==> src/hdl/stbs_pkg.sv <==
// Package for the sorted-table binary search unit.
// Holds payload structs, register indexes and sizing constants.
// No dependencies.
package stbs_pkg;

  // Table sizing
  localparam int TABLE_DEPTH = 256;
  localparam int KEY_WIDTH   = 16;
  localparam int ADDR_W      = $clog2(TABLE_DEPTH);
  localparam int CNT_W       = ADDR_W + 1;

  // Configuration port
  localparam int CFG_IDX_W = 2;
  localparam int CFG_DAT_W = 9;

  localparam logic [CFG_IDX_W-1:0] CFG_ROW_WIDTH   = CFG_IDX_W'(0);
  localparam logic [CFG_IDX_W-1:0] CFG_ENTRY_COUNT = CFG_IDX_W'(1);

  localparam logic [CFG_DAT_W-1:0] ROW_WIDTH_RST   = CFG_DAT_W'(20);
  localparam logic [CFG_DAT_W-1:0] ENTRY_COUNT_RST = CFG_DAT_W'(256);

  // Request codes
  localparam logic REQ_LOAD   = 1'b0;
  localparam logic REQ_SEARCH = 1'b1;

  // Input item
  typedef struct packed {
    logic        req_type;
    logic [7:0]  entry_index;
    logic [15:0] key_value;
  } in_item_t;

  // Result item
  typedef struct packed {
    logic       found;
    logic [7:0] found_index;
    logic [7:0] found_row;
    logic [7:0] found_col;
  } out_item_t;

endpackage

==> src/hdl/sorted_table_binary_search_unit.sv <==
// Sorted-table binary search unit: key table in a synchronous RAM,
// probe sequencer and bit-serial row/column divider. Uses stbs_pkg.
//
//  channel | ports                           | direction | transfer when
//  --------+---------------------------------+-----------+----------------------
//  in      | in_valid, in_stall, in_item     | input     | in_valid && !in_stall
//  out     | out_valid, out_stall, out_item  | output    | out_valid && !out_stall
//  cfg     | cfg_we, cfg_index, cfg_wdata    | input     | cfg_we
//
// A load writes the table RAM on its transfer. A search makes up to 9 probes,
// each a RAM read then a compare, then the empty-window check on a miss or
// the divider on a hit, and then hands the result to the output register.
// The input is stalled for the whole search and opens when the result is
// registered; a stalled result held in the output register delays this.
// The divider produces one quotient bit per cycle.
// Reset (rst_n, synchronous) clears control state and presets the configuration
// registers; table contents are undefined until loaded. A stalled result sits
// in the output register while the next item is accepted.
module sorted_table_binary_search_unit (
  input  logic                              clk,
  input  logic                              rst_n,
  input  logic                              in_valid,
  output logic                              in_stall,
  input  stbs_pkg::in_item_t                in_item,
  output logic                              out_valid,
  input  logic                              out_stall,
  output stbs_pkg::out_item_t               out_item,
  input  logic                              cfg_we,
  input  logic [stbs_pkg::CFG_IDX_W-1:0]    cfg_index,
  input  logic [stbs_pkg::CFG_DAT_W-1:0]    cfg_wdata
);

  localparam int AW = stbs_pkg::ADDR_W;
  localparam int CW = stbs_pkg::CNT_W;
  localparam int KW = stbs_pkg::KEY_WIDTH;
  localparam int DW = stbs_pkg::CFG_DAT_W;
  localparam logic [CW-1:0] DEPTH = CW'(stbs_pkg::TABLE_DEPTH);

  typedef enum logic [4:0] {
    S_IDLE  = 5'b00001,
    S_PROBE = 5'b00010,
    S_CMP   = 5'b00100,
    S_DIV   = 5'b01000,
    S_DONE  = 5'b10000
  } state_t;

  // Key table
  logic [KW-1:0] table_mem [stbs_pkg::TABLE_DEPTH];

  state_t              state_r, state_nxt;
  logic [CW-1:0]       lo_r, lo_nxt, hi_r, hi_nxt;
  logic [AW-1:0]       mid_r, mid_nxt;
  logic [KW-1:0]       key_r, key_nxt;
  logic [KW-1:0]       rd_data_r;
  logic                hit_r, hit_nxt;
  logic [7:0]          idx_r, idx_nxt;
  logic [7:0]          quo_r, quo_nxt;
  logic [7:0]          rem_r, rem_nxt;
  logic [DW-1:0]       div_w_r, div_w_nxt;
  logic [2:0]          step_r, step_nxt;
  logic [DW-1:0]       row_width_r, entry_count_r;
  logic                out_valid_r, out_valid_nxt;
  stbs_pkg::out_item_t out_item_r, out_item_nxt;

  logic                in_xfer, out_xfer, out_free;
  logic [CW-1:0]       span, mid_wide, count_sat;
  logic [DW-1:0]       trial, trial_sub;
  logic                trial_ge;
  logic                rd_en;

  assign in_stall  = (state_r != S_IDLE);
  assign in_xfer   = in_valid && !in_stall;
  assign out_xfer  = out_valid_r && !out_stall;
  assign out_free  = !out_valid_r || !out_stall;
  assign out_valid = out_valid_r;
  assign out_item  = out_item_r;

  // Window midpoint: lo + (hi - 1 - lo) / 2 over the half-open window [lo, hi)
  assign span     = hi_r - lo_r - CW'(1);
  assign mid_wide = lo_r + (span >> 1);

  // Covered entry count, saturated to the table depth
  assign count_sat = (entry_count_r > DW'(DEPTH)) ? DEPTH : CW'(entry_count_r);

  // Restoring divide step: partial remainder never exceeds 8 bits
  assign trial     = {rem_r, quo_r[7]};
  assign trial_ge  = (trial >= div_w_r);
  assign trial_sub = trial - div_w_r;

  assign rd_en = (state_r == S_PROBE) && (lo_r < hi_r);

  // Table RAM: write on load transfer, registered read on probe
  always_ff @(posedge clk) begin
    if (in_xfer && (in_item.req_type == stbs_pkg::REQ_LOAD)) begin
      table_mem[in_item.entry_index[AW-1:0]] <= in_item.key_value[KW-1:0];
    end
    if (rd_en) begin
      rd_data_r <= table_mem[mid_wide[AW-1:0]];
    end
  end

  // Configuration registers
  always_ff @(posedge clk) begin
    if (!rst_n) begin
      row_width_r   <= stbs_pkg::ROW_WIDTH_RST;
      entry_count_r <= stbs_pkg::ENTRY_COUNT_RST;
    end else if (cfg_we) begin
      if (cfg_index == stbs_pkg::CFG_ROW_WIDTH) begin
        row_width_r <= cfg_wdata;
      end else if (cfg_index == stbs_pkg::CFG_ENTRY_COUNT) begin
        entry_count_r <= cfg_wdata;
      end
    end
  end

  // Sequencer next-state logic
  always_comb begin
    state_nxt     = state_r;
    lo_nxt        = lo_r;
    hi_nxt        = hi_r;
    mid_nxt       = mid_r;
    key_nxt       = key_r;
    hit_nxt       = hit_r;
    idx_nxt       = idx_r;
    quo_nxt       = quo_r;
    rem_nxt       = rem_r;
    div_w_nxt     = div_w_r;
    step_nxt      = step_r;
    out_valid_nxt = out_xfer ? 1'b0 : out_valid_r;
    out_item_nxt  = out_item_r;

    unique case (state_r)
      S_IDLE: begin
        if (in_xfer && (in_item.req_type == stbs_pkg::REQ_SEARCH)) begin
          key_nxt   = in_item.key_value[KW-1:0];
          lo_nxt    = '0;
          hi_nxt    = count_sat;
          state_nxt = S_PROBE;
        end
      end
      S_PROBE: begin
        if (lo_r < hi_r) begin
          mid_nxt   = mid_wide[AW-1:0];
          state_nxt = S_CMP;
        end else begin
          // window empty: miss, all position fields zero
          hit_nxt   = 1'b0;
          idx_nxt   = '0;
          quo_nxt   = '0;
          rem_nxt   = '0;
          state_nxt = S_DONE;
        end
      end
      S_CMP: begin
        priority if (rd_data_r == key_r) begin
          hit_nxt   = 1'b1;
          idx_nxt   = 8'(mid_r);
          quo_nxt   = 8'(mid_r);
          rem_nxt   = '0;
          div_w_nxt = (row_width_r == '0) ? DW'(1) : row_width_r;
          step_nxt  = '0;
          state_nxt = S_DIV;
        end else if (rd_data_r < key_r) begin
          lo_nxt    = CW'(mid_r) + CW'(1);
          state_nxt = S_PROBE;
        end else begin
          hi_nxt    = CW'(mid_r);
          state_nxt = S_PROBE;
        end
      end
      S_DIV: begin
        rem_nxt  = trial_ge ? trial_sub[7:0] : trial[7:0];
        quo_nxt  = {quo_r[6:0], trial_ge};
        step_nxt = step_r + 3'd1;
        if (step_r == 3'd7) begin
          state_nxt = S_DONE;
        end
      end
      S_DONE: begin
        if (out_free) begin
          out_valid_nxt            = 1'b1;
          out_item_nxt.found       = hit_r;
          out_item_nxt.found_index = idx_r;
          out_item_nxt.found_row   = quo_r;
          out_item_nxt.found_col   = rem_r;
          state_nxt                = S_IDLE;
        end
      end
      default: begin
        state_nxt = S_IDLE;
      end
    endcase
  end

  // Control registers
  always_ff @(posedge clk) begin
    if (!rst_n) begin
      state_r     <= S_IDLE;
      out_valid_r <= 1'b0;
    end else begin
      state_r     <= state_nxt;
      out_valid_r <= out_valid_nxt;
    end
  end

  // Datapath registers
  always_ff @(posedge clk) begin
    lo_r       <= lo_nxt;
    hi_r       <= hi_nxt;
    mid_r      <= mid_nxt;
    key_r      <= key_nxt;
    hit_r      <= hit_nxt;
    idx_r      <= idx_nxt;
    quo_r      <= quo_nxt;
    rem_r      <= rem_nxt;
    div_w_r    <= div_w_nxt;
    step_r     <= step_nxt;
    out_item_r <= out_item_nxt;
  end

endmodule
==> config.mk <==
export PLATFORM = sky130hd
export DESIGN_NAME = sorted_table_binary_search_unit
export DESIGN_NICKNAME = d
export VERILOG_FILES = /design/src/hdl/stbs_pkg.sv /design/src/hdl/sorted_table_binary_search_unit.sv
export SDC_FILE = /design/constraint.sdc
export NUM_CORES = 2
export LEC_CHECK = 0
export BUFFER_PORTS_ARGS = -buffer_cell sky130_fd_sc_hd__buf_2
export CORE_ASPECT_RATIO = 1.4
export CORE_MARGIN = 2
export CORE_UTILIZATION = 45
export CTS_BUF_LIST = sky130_fd_sc_hd__clkbuf_2 sky130_fd_sc_hd__clkbuf_4 sky130_fd_sc_hd__clkbuf_8
export CTS_CLUSTER_DIAMETER = 120
export DETAILED_ROUTE_END_ITERATION = 10
export GPL_TIMING_DRIVEN = 0
export PLACE_DENSITY_LB_ADDON = 0.25
export SYNTH_ARGS = -nofsm -noshare
export SYNTH_HDL_FRONTEND = slang
export SYNTH_SLANG_ARGS = --single-unit
==> constraint.sdc <==
create_clock -name clk -period 6.2 [get_ports clk]
set_clock_uncertainty 0.2 [all_clocks]
set_input_delay 1.24 -clock clk [delete_from_list [all_inputs] [get_ports clk]]
set_output_delay 1.24 -clock clk [all_outputs]
set_load 0.03 [all_outputs]
**Word level (Yosys, flattened, before mapping)**

Memory sizes are Yosys's and may differ from the RTL's. A register that Yosys moved wholly into a read port is not among the register bits.
Cells that the tools add are included.

- Flip-flop bits (word level): 128
- Bits in writable memories: 4096
- Logic and storage cells: 107
- Output and inout bits: 27
- Memories kept: 1
- Input bits: 41

- Magnitude comparators: 4
- Bitwise operators: 2
- Reductions and logical operators: 27
- Add/sub/neg operators: 6
- Multiplexer cells: 32
- Eq/ne operators: 17

Memories:

| memory | words | width | rd ports | clocked after memory_dff | write ports | RTL line | text |
|---|---|---|---|---|---|---|---|
| table_mem | 256 | 16 | 1 | 1 | 1 | sorted_table_binary_search_unit.sv:48 | `logic [KW-1:0] table_mem [stbs_pkg::TABLE_DEPTH];` |

Operators with widths:

| operator | number |
|---|---|
| two-way mux 9 bit | 7 |
| case mux 8 bit (3 select lines) | 2 |
| case mux 9 bit (2 select lines) | 2 |
| two-way mux 8 bit | 4 |
| case mux 5 bit (5 select lines) | 1 |
| two-way mux 5 bit | 4 |
| equality test 16 bit | 1 |
| < comparator 16 bit | 1 |
| != test 2 bit, second input constant | 8 |
| case mux 8 bit (2 select lines) | 1 |
| AND reduction 2 bit | 6 |
| AND reduction 3 bit | 4 |
| adder 8 x 1 -> 9 bit, second input constant | 1 |
| >= comparator 9 bit | 1 |
| > comparator 9 bit, second input constant | 1 |
| zero test 9 bit | 1 |
| < comparator 9 bit | 1 |
| subtractor 9 x 1 -> 9 bit, second input constant | 1 |
| subtractor 9 bit | 1 |
| adder 8 bit | 1 |
| AND reduction 4 bit | 2 |
| subtractor 8 bit | 1 |
| two-way mux 1 bit | 7 |
| case mux 3 bit (2 select lines) | 1 |
| other kinds (19) | 28 |

**Depth between registers and ports, before layout**

- Depth after elaboration: 6
- Mapped depth: 24
- Mapped depth without buffers: 22

**Worst setup path before layout**

Ideal clock, no wire load.

- Path type: register -> register
- Start: register lo_r[1]
- End: register rd_data_r[10] (read register of table_mem), data pin
- Buffers on the path: 3
- Data required time: 5.725 ns
- Stages on the path, launching flop included: 24
- Library setup time: 0.275 ns
- Setup slack: 1.544 ns
- Arrival time: 4.181 ns
- Period minus slack after synthesis: 4.656 ns
- Cell sequence: edfxtp_1 -> inv_1 -> ha_1 -> and3b_1 -> o21ai_0 -> nand2b_1 -> nand2_1 -> nand2_1 -> a21o_1 -> a21o_1 -> a21oi_1 -> xnor2_1 -> ha_1 -> inv_1 -> nor3_1 -> a221oi_1 -> and2_1 -> buf_2 -> buf_1 -> buf_2 -> mux2i_1 -> nand2_1 -> a32oi_1 -> o221ai_1

- Longest elaborated chain between the ends: 3
- Elaborated cells on any way between the ends: 5
- Classes of those cells: add/sub (3); order compare (1); reduce/logical (1)

RTL lines:

| element | RTL line | text |
|---|---|---|
| from (decl) | sorted_table_binary_search_unit.sv:51 | `logic [CW-1:0] lo_r, lo_nxt, hi_r, hi_nxt;` |
| from (signal assigned) | sorted_table_binary_search_unit.sv:208 | `lo_r <= lo_nxt;` |
| subtractor 9 bit | sorted_table_binary_search_unit.sv:79 | `assign span = hi_r - lo_r - CW'(1);` |
| subtractor 9 x 1 -> 9 bit | sorted_table_binary_search_unit.sv:79 |  |
| adder 8 bit | sorted_table_binary_search_unit.sv:80 | `assign mid_wide = lo_r + (span >> 1);` |
| to (decl) | sorted_table_binary_search_unit.sv:54 | `logic [KW-1:0] rd_data_r;` |

Several ways; a longest one is shown, not always the timed one.
A chain may end at the register's enable or synchronous reset.

**Worst setup path after layout**

- Start: register lo_r[0]
- End: register rd_data_r[1] (read register of table_mem), data pin

Same word-level chain as after synthesis.

==> impl_metrics.py <==
metrics = {
    "status": {
        "status": "finished with violations",
        "violations": "max-capacitance violations, max-slew violations, negative setup slack",
    },
    "setup_path": {
        "reg2reg_depth": 16,
        "r2r_setup_slack_ns": -0.10,
        "path_max_fanout": 10,
        "cp_data_required_time_ns": 6.78,
        "cp-end-kind": "register",
        "arrival_ns": 6.88,
        "rr_startpoint": "lo_r[0]",
        "cp-start-kind": "register",
        "timing.rr.end": "rd_data_r[1]",
        "crit_type": "reg -> reg",
    },
    "placement": {
        "place_inst": 12200,
        "numPortBuffers": 67,
        "post-place-ws_ns": -1.85,
        "place_congestion": 1.12,
        "dp_hpwl_um": 314000,
    },
    "timing": {
        "hold_violations": 0,
        "fin_tns_setup_ns": -0.215,
        "relSlewSlack_pct": -9.21,
        "fmax_mhz": 159,
        "final-setup-viol-count": 5,
        "fin_ws_ns": -0.101,
        "tightest_slew_ns": 1.64,
        "slew_viol_final": 22,
        "fin_crit_sh_pct": 102,
        "final.min_clock_period_ns": 6.30,
    },
    "final_layout": {
        "syn2layout_area_growth_pct": 15.3,
        "fill_cells": 27800,
        "seqCellArea_um2": 127000,
        "drive_above_1_share_pct": 36.7,
        "nNetsFinal": 8168,
        "multi_input_area_um2": 35800,
        "final_cells": 13300,
        "fin_util_pct": 52.0,
    },
    "logic_synthesis": {
        "yosys.area.top_type": "edfxtp_1",
        "syn-num-nets": 7195,
        "ys_seq_area_share_pct": 77.7,
        "synth_cells": 7100,
        "synth_area_per_cell_um2": 23.0,
        "netlist_top_cells_area": "edfxtp_1, mux4_2, mux2i_1, nor2_1, nand2_1",
        "yosys_warnings": 0,
        "syn_area_um2": 164000,
        "yosys_most_used_dff": "edfxtp_1",
        "async_flop_share_pct": 0,
        "ys_ff_latch": 4240,
        "synth_top_area_share_pct": 77.4,
        "synth-edff-count": 4216,
        "yosysUniqueCellTypes": 55,
    },
    "routing": {
        "num_vias": 80900,
        "drt-total-wl_um": 465000,
        "drtIter0Drc": 10300,
        "avgViaCountPerCell": 6.08,
        "firstDrtPassIters": 6,
        "route.detailed.drc": 0,
        "routedWlPerCell_um": 34.9,
        "final_antenna_net_count": 0,
    },
    "clocking": {
        "clock-sinks": 4240,
        "cts_tree": "done",
        "clk_path_buf_depth": 4,
        "ctsRootBufferMaster": "clkbuf_8",
        "clk_pin_slew_ns": 0.06,
        "htree_levels": 6,
        "cts_buffers": 621,
        "clk_latency_ns": 1.12,
    },
    "floorplan": {
        "die_w_um": 514,
        "initial_utilization_pct": 45.1,
        "die_area_um2": 369000,
        "core-area_um2": 363000,
        "ios": 68,
        "row_count": 262,
        "dieHeight_um": 718,
    },
    "global_routing": {
        "antenna_found_initial": 26,
        "grtUsageMet3_pct": 5.20,
        "grt-busiest-layer": "met2",
        "grt-ovfl-total": 0,
        "gr-usage-all-layers_pct": 25.1,
        "grt_max_degree": 178,
        "grt_pass1_wl_um": 642000,
        "grt_util_met2_pct": 42.7,
        "first_global_vias": 82300,
        "grt_use_met1_pct": 30.6,
    },
    "power": {
        "leakagePower_nw": 59.4,
        "ir_worst_vdd_mv": 0.196,
        "powerDensity_nw_per_um2": 355,
        "power_mw": 66.9,
    },
    "flow_run": {
        "drv_cap": 2,
    },
    "worst_hold_path": {
        "min_path_cells": 3,
        "min_to": "row_width_r[2]",
        "worstHoldPathType": "in -> reg",
        "worstHoldStart": "cfg_wdata[2]",
    },
}
timing repair:
item,CTS,global route
resized for setup,202,79
buffers inserted,3,0
setup endpoints to repair,16,15
pin swaps,3,2
hold buffers,0,0
synthesized netlist by cell type, drive strengths merged, types with 2 or more instances:
| cell type | n |
|---|---|
| a2111oi | 3 |
| a211oi | 4 |
| a21boi | 4 |
| a21o | 25 |
| a21oi | 65 |
| a221o | 17 |
| a221oi | 15 |
| a31oi | 2 |
| a32oi | 16 |
| and2 | 12 |
| and3 | 3 |
| buf | 193 |
| clkbuf | 192 |
| dfxtp | 24 |
| edfxtp | 4216 |
| fa | 3 |
| ha | 51 |
| inv | 58 |
| mux2i | 151 |
| mux4 | 1212 |
| nand2 | 207 |
| nand2b | 6 |
| nand3 | 113 |
| nand3b | 4 |
| nand4 | 10 |
| nor2 | 323 |
| nor2b | 15 |
| nor3 | 69 |
| nor4 | 3 |
| o2111ai | 2 |
| o21a | 6 |
| o21ai | 21 |
| o221ai | 14 |
| o311a | 2 |
| or2 | 4 |
| or3 | 5 |
| xnor2 | 16 |
| xor2 | 4 |
cell usage in the layout (no fill, tap or decap), types with 19 or more instances in the layout:
| cell | netlist | routed |
|---|---|---|
| nor3_1 | 69 | 47 |
| buf_16 | 0 | 64 |
| a21o_1 | 25 | 25 |
| clkbuf_8 | 0 | 632 |
| clkbuf_4 | 0 | 227 |
| ha_1 | 51 | 51 |
| clkbuf_2 | 0 | 67 |
| buf_4 | 35 | 54 |
| clkbuf_1 | 192 | 106 |
| nand3_1 | 113 | 113 |
| clkinv_1 | 1 | 155 |
| buf_6 | 23 | 28 |
| a21oi_1 | 65 | 46 |
| mux4_2 | 1212 | 1212 |
| a21oi_2 | 0 | 19 |
| nand2_1 | 207 | 207 |
| buf_8 | 0 | 232 |
| buf_2 | 116 | 148 |
| nor2_1 | 323 | 66 |
| dfxtp_1 | 24 | 24 |
| clkinv_2 | 0 | 51 |
| edfxtp_1 | 4216 | 4216 |
| o21ai_0 | 19 | 19 |
| clkinvlp_4 | 0 | 21 |
| nor2_2 | 0 | 257 |
| mux2i_1 | 151 | 124 |
| inv_1 | 55 | 55 |
area by class of cell:
type,instances,share of cell area [%]
sequential,4240,67.4
multi-input combinational,2416,19.0
clock buffer,834,5.41
tap,4752,3.15
timing repair buffer,353,2.95
buffer,382,1.14
clock inverter,264,0.886
inverter,59,0.117
antenna,17,0.0225
metrics by stage:
stage / cell area (um^2) / hold slack, ns
final: 189000 / 0.175
after CTS: 188000 / 0.0682
after detailed placement: 176000 / 0.205
after global placement: 170000 / 0.202
after global routing: 189000 / 0.136
after floorplan: 164000 / 0.200
critical path: stages (launching register included):
cell      delay, ns
edfxtp_1       0.41
nand2b_1       0.20
fa_1           0.45
inv_1          0.07
ha_1           0.15
inv_1          0.06
fa_1           0.50
buf_2          0.36
buf_4          0.26
clkbuf_4       0.39
clkbuf_2       0.42
mux4_2         0.35
mux4_2         0.53
mux2i_2        0.59
nand2_1        0.19
a32oi_2        0.52
o221ai_1       0.27
flip-flops by register name, summed over array words and instances, names as in the netlist:
signal	flops
hi_r	9
state_r	5
quo_r	8
mid_r	8
key_r	16
rd_data_r	16
lo_r	9
idx_r	8
entry_count_r	9
row_width_r	9
out_item	25
step_r	3
out_valid	1
table_mem	4096
rem_r	8
div_w_r	9
hit_r	1
power by group:
| part | switching (mW) | total (mW) | internal (mW) |
|---|---|---|---|
| clock | 10.7 | 22.0 | 11.3 |
| combinational | 8.53 | 13.3 | 4.75 |
| sequential | 0.0163 | 31.6 | 31.6 |
worst max path at each step:
stage	from	end	slack, ns	cells after the start
after floorplan	lo_r[1]	rd_data_r[10]	1.54	23
after global placement	lo_r[0]	rd_data_r[3]	-2.43	16
after detailed placement	lo_r[0]	rd_data_r[11]	-1.85	15
after CTS	lo_r[0]	rd_data_r[11]	-0.01	16
after global routing	lo_r[0]	rd_data_r[11]	-0.003	20
final	lo_r[0]	rd_data_r[1]	-0.10	16
layer usage:
metal  vias up  share of wire, %
met1     43500                35
met4        14               5.7
met5         -             0.020
met3       975               8.5
li1      32100                 -
met2      4261                50
cells by family after synthesis:
group,share of synthesized area [%]
buffers and inverters,1.29
multiplexers,17.6
adder cells (fa/ha/maj),0.427
XOR/XNOR,0.119
AND/OR/NAND/NOR,2.03
AO/OA/AOI/OAI,0.855
flip-flops,77.7
(Power assumes the default switching activity.)
